$ cat src/design/lce_pkg.sv
package lce_pkg;

	localparam int NUM_STRIPS = 4;
	localparam int NCH        = NUM_STRIPS * 4;
	localparam int CH_W       = (NCH > 1) ? $clog2(NCH) : 1;
	localparam int LVL_W      = 12;
	localparam int DUR_W      = 16;
	localparam int PROD_W     = LVL_W + DUR_W;
	localparam int CNT_W      = $clog2(PROD_W + 1);
	localparam int PWM_W      = 13;
	localparam logic [LVL_W-1:0] LVL_MAX  = 12'd4095;
	localparam logic [PWM_W-1:0] FULL_BIT = 13'd4096;

	typedef enum logic [2:0] {
		REQ_TICK  = 3'd0,
		REQ_STRIP = 3'd1,
		REQ_ALL   = 3'd2,
		REQ_OFF   = 3'd3,
		REQ_PULSE = 3'd4
	} req_t;

	typedef enum logic [1:0] {
		CFG_INVERT  = 2'd0,
		CFG_TIMEOUT = 2'd1,
		CFG_PERIOD  = 2'd2,
		CFG_LEVEL   = 2'd3
	} cfg_idx_t;

	typedef struct packed {
		logic             kind;
		logic [3:0]       channel;
		logic [PWM_W-1:0] on_count;
		logic [PWM_W-1:0] off_count;
		logic             solenoid_on;
		logic             last;
	} res_t;

	typedef struct packed {
		logic             start;
		logic [PROD_W-1:0] dividend;
		logic [DUR_W-1:0] divisor;
	} div_req_t;

	typedef struct packed {
		logic             done;
		logic [LVL_W-1:0] quotient;
	} div_rsp_t;

	// Level to PWM word pair, with optional inversion.
	function automatic res_t pwm_word(input logic [CH_W-1:0] ch, input logic [LVL_W-1:0] lvl,
			input logic inv, input logic sol);
		logic [LVL_W-1:0] v;
		res_t r;
		v = inv ? ~lvl : lvl;
		r.kind = 1'b0;
		r.channel = 4'(ch);
		r.solenoid_on = sol;
		r.last = 1'b0;
		if (v == LVL_MAX) begin
			r.on_count = FULL_BIT;
			r.off_count = '0;
		end else if (v == '0) begin
			r.on_count = '0;
			r.off_count = FULL_BIT;
		end else begin
			r.on_count = '0;
			r.off_count = PWM_W'(v);
		end
		return r;
	endfunction

	// 8-bit to 12-bit scale: v*4095/255 equals 16*v + v/17, the latter by reciprocal.
	function automatic logic [LVL_W-1:0] scale8(input logic [7:0] v);
		logic [15:0] p;
		p = 16'(v) * 16'd241;
		return {v, 4'b0} + LVL_W'(p[15:12]);
	endfunction

endpackage

$ cat src/design/lce_div.sv
module lce_div (
	input  logic              clk,
	input  logic              arst_n,
	input  lce_pkg::div_req_t req,
	output lce_pkg::div_rsp_t rsp
);
	import lce_pkg::*;

	logic [DUR_W:0]    rem_q;
	logic [PROD_W-1:0] quo_q;
	logic [DUR_W-1:0]  div_q;
	logic [CNT_W-1:0]  cnt_q;
	logic              done_q;
	logic [DUR_W:0]    trial;

	// One quotient bit per cycle, restoring form.
	assign trial = {rem_q[DUR_W-1:0], quo_q[PROD_W-1]};

	always_ff @(posedge clk or negedge arst_n) begin
		if (!arst_n) begin
			cnt_q <= '0;
			done_q <= 1'b0;
		end else begin
			done_q <= 1'b0;
			if (req.start) begin
				cnt_q <= CNT_W'(PROD_W);
			end else if (cnt_q != '0) begin
				cnt_q <= cnt_q - 1'b1;
				if (cnt_q == CNT_W'(1)) begin
					done_q <= 1'b1;
				end
			end
		end
	end

	always_ff @(posedge clk) begin
		if (req.start) begin
			quo_q <= req.dividend;
			div_q <= req.divisor;
			rem_q <= '0;
		end else if (cnt_q != '0) begin
			if (trial >= {1'b0, div_q}) begin
				rem_q <= trial - {1'b0, div_q};
				quo_q <= {quo_q[PROD_W-2:0], 1'b1};
			end else begin
				rem_q <= trial;
				quo_q <= {quo_q[PROD_W-2:0], 1'b0};
			end
		end
	end

	assign rsp.done = done_q;
	assign rsp.quotient = quo_q[LVL_W-1:0];

endmodule

$ cat src/design/led_crossfade_engine.sv
// LED crossfade engine: sixteen PWM channels for four RGBW strips plus one solenoid.
// Input channel: in_valid / in_stall carry one beat per tick or light command. A
// beat is taken only while the engine is idle; in_stall stays high for the whole
// service pass that follows it.
// Output channel: out_valid / out_stall carry one beat per PWM write or solenoid
// change, up to eighteen per input beat; the final beat of an input has last set.
// Pass order: the pass visits every channel in turn. An inactive channel is
// stepped past; an interpolating channel goes through the multiplier and then
// waits on the shared serial divider, which produces one quotient bit per cycle.
// Results go through a one-beat hold register and an output register, so the last
// flag is known before a beat leaves; when the receiver stalls, the pass simply
// pauses at the next result it has to hand over. Reset clears time, all fades,
// levels, the solenoid pulse and blink state, and loads the default configuration.
// Users must make configuration writes only while idle; the engine does not check.
module led_crossfade_engine (
	input  logic                clk,
	input  logic                arst_n,
	input  logic                cfg_we,
	input  logic [1:0]          cfg_index,
	input  logic [15:0]         cfg_wdata,
	input  logic                in_valid,
	output logic                in_stall,
	input  logic [2:0]          req_type,
	input  logic [1:0]          strip,
	input  logic [7:0]          red,
	input  logic [7:0]          green,
	input  logic [7:0]          blue,
	input  logic [7:0]          white,
	input  logic [15:0]         fade_ms,
	output logic                out_valid,
	input  logic                out_stall,
	output logic                kind,
	output logic [3:0]          channel,
	output logic [12:0]         on_count,
	output logic [12:0]         off_count,
	output logic                solenoid_on,
	output logic                last
);
	import lce_pkg::*;

	typedef enum logic [8:0] {
		S_IDLE   = 9'b000000001,
		S_SOLCMD = 9'b000000010,
		S_FSCAN  = 9'b000000100,
		S_MUL    = 9'b000001000,
		S_DIV    = 9'b000010000,
		S_CHK    = 9'b000100000,
		S_SOL    = 9'b001000000,
		S_BLINK  = 9'b010000000,
		S_FLUSH  = 9'b100000000
	} state_t;

	state_t state_q;

	// Configuration.
	logic              invert_q;
	logic [15:0]       timeout_q;
	logic [15:0]       period_q;
	logic [LVL_W-1:0]  blink_lvl_q;

	// Engine state.
	logic [31:0]       now_q;
	logic [LVL_W-1:0]  from_q  [NCH];
	logic [LVL_W-1:0]  to_q    [NCH];
	logic [31:0]       start_q [NCH];
	logic [DUR_W-1:0]  dur_q   [NCH];
	logic [NCH-1:0]    active_q;
	logic [LVL_W-1:0]  level_q [NCH];
	logic [31:0]       deadline_q;
	logic              pulsing_q;
	logic              sol_q;
	logic              got_cmd_q;
	logic [31:0]       last_cmd_q;
	logic [31:0]       last_blink_q;
	logic              phase_q;

	// Pass control.
	logic [CH_W-1:0]   ch_q;
	logic [LVL_W-1:0]  val_q;
	logic              neg_q;

	// Result path: a hold beat in front of the output register.
	res_t              pend_q;
	logic              pend_valid_q;
	res_t              out_q;
	logic              out_valid_q;

	div_req_t          dreq;
	div_rsp_t          drsp;

	logic              accept;
	logic              out_free;
	logic              can_emit;
	logic              emit_req;
	res_t              emit_res;
	logic              flush_load;
	logic              out_load;
	res_t              pend_last;
	logic [31:0]       elapsed;
	logic              fade_done;
	logic [LVL_W-1:0]  mag;
	logic [31:0]       since;
	logic              blink_due;
	logic              sol_due;
	logic              last_ch;
	logic [31:0]       sol_diff;
	logic [LVL_W-1:0]  tgt [4];
	logic              pulse_cmd;

	assign accept   = in_valid && !in_stall;
	assign in_stall = (state_q != S_IDLE);
	assign out_free = !out_valid_q || !out_stall;
	assign can_emit = !pend_valid_q || out_free;
	assign last_ch  = (ch_q == CH_W'(NCH - 1));

	// The output register loads when a new result pushes the held beat out, or
	// when the pass ends and the held beat leaves as the last one.
	assign flush_load = (state_q == S_FLUSH) && pend_valid_q && out_free;
	assign out_load   = (emit_req && can_emit && pend_valid_q) || flush_load;

	always_comb begin
		pend_last = pend_q;
		pend_last.last = 1'b1;
	end

	assign elapsed   = now_q - start_q[ch_q];
	assign fade_done = (dur_q[ch_q] == '0) || (elapsed >= {16'b0, dur_q[ch_q]});
	assign mag       = (to_q[ch_q] >= from_q[ch_q]) ? (to_q[ch_q] - from_q[ch_q])
	                                                : (from_q[ch_q] - to_q[ch_q]);

	assign sol_diff  = now_q - deadline_q;
	assign sol_due   = pulsing_q && !sol_diff[31];
	assign since     = got_cmd_q ? (now_q - last_cmd_q) : now_q;
	assign blink_due = (since >= {16'b0, timeout_q}) &&
	                   ((now_q - last_blink_q) >= {16'b0, period_q});

	// Colour targets by channel offset: white, blue, green, red. All off drives zero.
	assign tgt[0] = (req_type == REQ_OFF) ? '0 : scale8(white);
	assign tgt[1] = (req_type == REQ_OFF) ? '0 : scale8(blue);
	assign tgt[2] = (req_type == REQ_OFF) ? '0 : scale8(green);
	assign tgt[3] = (req_type == REQ_OFF) ? '0 : scale8(red);
	assign pulse_cmd = (req_type == REQ_PULSE) && (fade_ms != '0);

	// The multiplier feeds the divider's operand register directly.
	assign dreq.start    = (state_q == S_MUL);
	assign dreq.dividend = PROD_W'(mag) * PROD_W'(elapsed[DUR_W-1:0]);
	assign dreq.divisor  = dur_q[ch_q];

	lce_div u_div (
		.clk    (clk),
		.arst_n (arst_n),
		.req    (dreq),
		.rsp    (drsp)
	);

	always_comb begin
		emit_req = 1'b0;
		emit_res = '0;
		case (state_q)
			S_SOLCMD: begin
				emit_req = 1'b1;
				emit_res.kind = 1'b1;
				emit_res.solenoid_on = 1'b1;
			end
			S_CHK: begin
				emit_req = (val_q != level_q[ch_q]);
				emit_res = pwm_word(ch_q, val_q, invert_q, sol_q);
			end
			S_SOL: begin
				emit_req = sol_due;
				emit_res.kind = 1'b1;
				emit_res.solenoid_on = 1'b0;
			end
			S_BLINK: begin
				emit_req = blink_due;
				emit_res = pwm_word('0, phase_q ? '0 : blink_lvl_q, invert_q, sol_q);
			end
			default: begin
				emit_req = 1'b0;
			end
		endcase
	end

	always_ff @(posedge clk or negedge arst_n) begin
		if (!arst_n) begin
			state_q <= S_IDLE;
			invert_q <= 1'b0;
			timeout_q <= 16'd5000;
			period_q <= 16'd900;
			blink_lvl_q <= 12'd200;
			now_q <= '0;
			for (int k = 0; k < NCH; k++) begin
				from_q[k] <= '0;
				to_q[k] <= '0;
				start_q[k] <= '0;
				dur_q[k] <= '0;
				level_q[k] <= '0;
			end
			active_q <= '0;
			deadline_q <= '0;
			pulsing_q <= 1'b0;
			sol_q <= 1'b0;
			got_cmd_q <= 1'b0;
			last_cmd_q <= '0;
			last_blink_q <= '0;
			phase_q <= 1'b0;
			ch_q <= '0;
			val_q <= '0;
			neg_q <= 1'b0;
			pend_q <= '0;
			pend_valid_q <= 1'b0;
			out_q <= '0;
			out_valid_q <= 1'b0;
		end else begin
			if (cfg_we) begin
				unique case (cfg_idx_t'(cfg_index))
					CFG_INVERT:  invert_q <= cfg_wdata[0];
					CFG_TIMEOUT: timeout_q <= cfg_wdata;
					CFG_PERIOD:  period_q <= cfg_wdata;
					CFG_LEVEL:   blink_lvl_q <= cfg_wdata[LVL_W-1:0];
					default:     invert_q <= invert_q;
				endcase
			end

			if (out_load) begin
				out_q <= flush_load ? pend_last : pend_q;
				out_valid_q <= 1'b1;
			end else if (!out_stall) begin
				out_valid_q <= 1'b0;
			end

			// A new result pushes the held beat out, which is then known not to be last.
			if (emit_req && can_emit) begin
				pend_q <= emit_res;
				pend_valid_q <= 1'b1;
			end

			unique case (state_q)
				S_IDLE: begin
					if (accept) begin
						ch_q <= '0;
						state_q <= pulse_cmd ? S_SOLCMD : S_FSCAN;
						if (req_type == REQ_TICK) begin
							now_q <= now_q + 32'd1;
						end else begin
							got_cmd_q <= 1'b1;
							last_cmd_q <= now_q;
						end
						for (int k = 0; k < NCH; k++) begin
							if (((req_type == REQ_STRIP) && (int'(strip) == k / 4)) ||
							    (req_type == REQ_ALL) || (req_type == REQ_OFF)) begin
								from_q[k] <= level_q[k];
								to_q[k] <= tgt[k % 4];
								start_q[k] <= now_q;
								dur_q[k] <= fade_ms;
								active_q[k] <= 1'b1;
							end
						end
						if (pulse_cmd) begin
							sol_q <= 1'b1;
							pulsing_q <= 1'b1;
							deadline_q <= now_q + {16'b0, fade_ms};
						end
					end
				end
				S_SOLCMD: begin
					if (can_emit) begin
						state_q <= S_FSCAN;
					end
				end
				S_FSCAN: begin
					if (!active_q[ch_q]) begin
						ch_q <= last_ch ? '0 : ch_q + 1'b1;
						state_q <= last_ch ? S_SOL : S_FSCAN;
					end else if (fade_done) begin
						val_q <= to_q[ch_q];
						active_q[ch_q] <= 1'b0;
						state_q <= S_CHK;
					end else begin
						neg_q <= (to_q[ch_q] < from_q[ch_q]);
						state_q <= S_MUL;
					end
				end
				S_MUL: begin
					state_q <= S_DIV;
				end
				S_DIV: begin
					if (drsp.done) begin
						// Truncation toward zero: divide magnitudes, then apply the sign.
						val_q <= neg_q ? (from_q[ch_q] - drsp.quotient)
						               : (from_q[ch_q] + drsp.quotient);
						state_q <= S_CHK;
					end
				end
				S_CHK: begin
					if (!emit_req || can_emit) begin
						level_q[ch_q] <= val_q;
						ch_q <= last_ch ? '0 : ch_q + 1'b1;
						state_q <= last_ch ? S_SOL : S_FSCAN;
					end
				end
				S_SOL: begin
					if (!emit_req || can_emit) begin
						if (sol_due) begin
							sol_q <= 1'b0;
							pulsing_q <= 1'b0;
							deadline_q <= '0;
						end
						state_q <= S_BLINK;
					end
				end
				S_BLINK: begin
					if (!emit_req || can_emit) begin
						if (blink_due) begin
							last_blink_q <= now_q;
							phase_q <= !phase_q;
						end
						state_q <= S_FLUSH;
					end
				end
				S_FLUSH: begin
					if (!pend_valid_q) begin
						state_q <= S_IDLE;
					end else if (out_free) begin
						pend_valid_q <= 1'b0;
						state_q <= S_IDLE;
					end
				end
				default: begin
					state_q <= S_IDLE;
				end
			endcase
		end
	end

	assign out_valid   = out_valid_q;
	assign kind        = out_q.kind;
	assign channel     = out_q.channel;
	assign on_count    = out_q.on_count;
	assign off_count   = out_q.off_count;
	assign solenoid_on = out_q.solenoid_on;
	assign last        = out_q.last;

`ifndef SYNTHESIS
	a_idle_no_hold: assert property (@(posedge clk) disable iff (!arst_n)
		(state_q == S_IDLE) |-> !pend_valid_q)
		else $error("held result left behind at end of pass");

	a_div_done_in_wait: assert property (@(posedge clk) disable iff (!arst_n)
		drsp.done |-> (state_q == S_DIV))
		else $error("divider finished outside its wait state");

	a_accept_busy: assert property (@(posedge clk) disable iff (!arst_n)
		(in_valid && !in_stall) |=> in_stall)
		else $error("engine stayed ready after taking a beat");
`endif

endmodule
$ cat config.mk
export PLATFORM = sky130hd
export DESIGN_NAME = led_crossfade_engine
export DESIGN_NICKNAME = d
export VERILOG_FILES = /design/src/design/lce_pkg.sv /design/src/design/lce_div.sv /design/src/design/led_crossfade_engine.sv
export SDC_FILE = /design/constraint.sdc
export NUM_CORES = 2
export LEC_CHECK = 0
export ABC_AREA = 1
export BUFFER_PORTS_ARGS = -buffer_cell sky130_fd_sc_hd__buf_2
export CORE_ASPECT_RATIO = 0.5
export CORE_MARGIN = 2
export CORE_UTILIZATION = 55
export DETAILED_ROUTE_END_ITERATION = 10
export PLACE_DENSITY = 0.7
export SLEW_MARGIN = 25
export SYNTH_ARGS = -nofsm -noshare
export SYNTH_HDL_FRONTEND = slang
export SYNTH_SLANG_ARGS = --single-unit
$ cat constraint.sdc
create_clock -name clk -period 18 [get_ports clk]
set_clock_uncertainty 0.1 [all_clocks]
set_input_delay 0.9 -clock clk [delete_from_list [all_inputs] [get_ports clk]]
set_output_delay 0.9 -clock clk [all_outputs]
set_load 0.02 [all_outputs]
==> metrics.txt <==
status finished clean; initial antenna violation count 4; Reg clk slew, reported paths roughly 80 ps; Worst slew margin a little under a fifth; first-pass GRT wire length 335 mm; Ports about 110; post-synthesis sequential area ratio between 30 and 40%; Worst Tran Pin Value ~1200 ps; CP startpoint kind register; clk root buf clkbuf_16; post-route setup TNS 0 ps; DRC 0; CP required between 15000 and 20000 ps; final wirelength 214 mm; H-tree Lvls 3; Mapped Area 70700 sq um; Top FF cell, synth dfrtp_1; layout cell share with drive strength beyond 1 between 4 and 5%; largest buffer count on any clock path 3; layout net count a little under 10000; final period utilization 64.1%; Setup WS pre-CTS between 6000 and 7000 ps; Post-DRT Antenna Nets 0; vias in the first global route 57800; number of synthesized flops with an enable pin 44; Pre-antenna DRT Iters 6; Post-Syn Instances 9224; via count 61100; cell mode on critical path inv_1; Die ar. 132000 sq um; die width just over 500 um; detailed placer's ending HPWL 151 mm; Crit Path Category register to register; CP peak stage delay 670 ps; CTS buffer count between 100 and 150; Yosys reg bits 1095; CTS Hold Bufs 0; post-synthesis cell type count 66; Clock Latency Late Sink 740 ps; initial core utilization a little under three fifths; TritonCTS clock tree built; RD Place Congestion 0.961; initial DRC count 6243; Clock Sinks about 1100; IO buf count 98; Avg Cell Area, Syn around 7.7 sq um; via/cell ratio between 5 and 6; Setup crit end kind register; Rows 92; Max Cap Viol 0; most frequent cells in the layout 2763 x nand2_1, 1168 x inv_1, 1030 x o21ai_0; post-CTS sizing 0; Slew Limit Fails 0; class of the worst hold path primary input to asynchronous set/reset pin; core area 127000 sq um; largest net degree at the start of global routing 178; crit path max fanout 156; Remaining Overflow, GRT 0; CP Data Arrival Time 12030 ps; slowest cell on the critical path buf_4; Final min period 11540 ps; Die Y-Extent ~260 um; area grow syn2layout 7.09%; WL per Instance 19.6 um; most common cell after layout, fill and taps aside nand2_1; final setup violation count 0; FMAX 86.6 MHz; setup repair after global routing missed its margin false; final hold vios 0; yosys warns 0; Total Routing Usage GR 32.5%; Post-CTS Setup Inserts 0; Post-synth ARST share 94.5%; Setup WS post-layout 6460 ps
==> final timing paths <==
kind / from / end / slack (ps) / depth (start not counted)
setup / recovery: ch_q[0]$_DFFE_PN0P_ / u_div.quo_q[26]$_DFFE_PP_ / 6460 / 41
hold / removal: arst_n / timeout_q[10]$_DFFE_PN0P_ / 100 / 1
setup reg to reg: ch_q[0]$_DFFE_PN0P_ / u_div.quo_q[26]$_DFFE_PP_ / 6460 / 41
hold reg to reg: last$_DFFE_PN0P_ / last$_DFFE_PN0P_ / 370 / 2
max in group asynchronous: arst_n / dur_q[207]$_DFFE_PN0P_ / 14790 / 4
min in group clk: cfg_wdata[12] / timeout_q[12]$_DFFE_PN1P_ / 350 / 3
==> per-layer routing <==
layer	vias to the layer above	share of wire [%]	GRT usage, %
met2	2320	44	50.6
met3	373	8.4	5.97
li1	29300	-	-
met5	-	0	0
met4	0	3.2	9.86
met1	29100	44	46.1
==> flip-flops by register name (all words and copies together), names as in the netlist, 20 cells and up <==
name	count
deadline_q	32
from_q	192
level_q	192
pend_last	20
now_q	32
u_div.quo_q	28
last_blink_q	32
to_q	192
dur_q	64
start_q	128
last_cmd_q	32
==> cells by family after synthesis <==
| group | after synthesis | synth area share, % |
|---|---|---|
| AOI/OAI and AO/OA | 1896 | 14.4 |
| adders and majority gates | 640 | 13.5 |
| buffers and inverters | 1608 | 9.03 |
| and+or+nand+nor | 3786 | 21.6 |
| other | 1 | 0.00531 |
| xor gates and xnor gates | 198 | 2.45 |
| DFF | 1095 | 39.0 |
==> through the flow <==
step	area [sq um]	utilization (%)	hold WS (ps)	cells
3_3_place_gp	72200	56.9	349	10700
5_1_grt	75700	59.7	145	10900
3_5_place_dp	72200	57.0	353	10700
6_report	75700	59.7	95.9	10900
2_1_floorplan	70700	-	329	9235
4_1_cts	75600	59.7	97.9	10900
==> area by class of cell <==
type,instances,area (sq um)
diodes,6,15.0
clock buffers,138,2900
clock inverters,45,549
fillers,11700,51000
inverters,1196,4500
multi-input cells,6532,36900
flip-flops and latches,1095,27600
well taps,1692,2120
repair buffers,179,1190
==> worst max-delay path, delay by kind of cell (launching register included) <==
family / cells / cell delay (ps)
buffers and inverters: 12 / 3180
flip-flops: 1 / 540
AO/OA/AOI/OAI: 14 / 2740
adder cells (fa/ha/maj): 8 / 3600
AND/OR/NAND/NOR: 7 / 1040
==> cells in the mapped netlist, types with 5 or more instances <==
library cell  instances  area [sq um]
nand2_1            2769         10400
inv_1              1174          4410
o21ai_0            1030          5150
dfrtp_1            1022         25600
nor2_1              538          2020
ha_1                436          5460
a21oi_1             411          2060
clkbuf_1            303          1140
nand3_1             228          1140
fa_1                204          4080
o21ai_1             172           861
xor2_1              140          1230
nand4_1              90           563
o22ai_1              83           519
nor3_1               70           350
xnor2_1              58           508
buf_2                46           230
edfxtp_1             44          1320
a221oi_1             36           315
a22o_1               36           315
buf_6                27           304
o21bai_1             21           158
a22oi_1              19           143
buf_4                18           135
nor4_1               18           113
o211ai_1             18           135
buf_1                16          60.1
clkinv_1             16          60.1
dfxtp_1              16           320
a21o_1               14           105
dfstp_2              13           342
nand3b_1             13          97.6
nand3_4              11           193
o21a_1               11          82.6
or2_2                10          62.6
a21boi_0              9          67.6
a31oi_1               8          50.1
nor2_2                8          50.1
inv_2                 6          22.5
nand3_2               6          60.1
a32o_1                5          50.1
o221ai_1              5          43.8
Power is not shown: default switching activity piles up to over one toggle a cycle in this logic, so the estimate is an artifact.
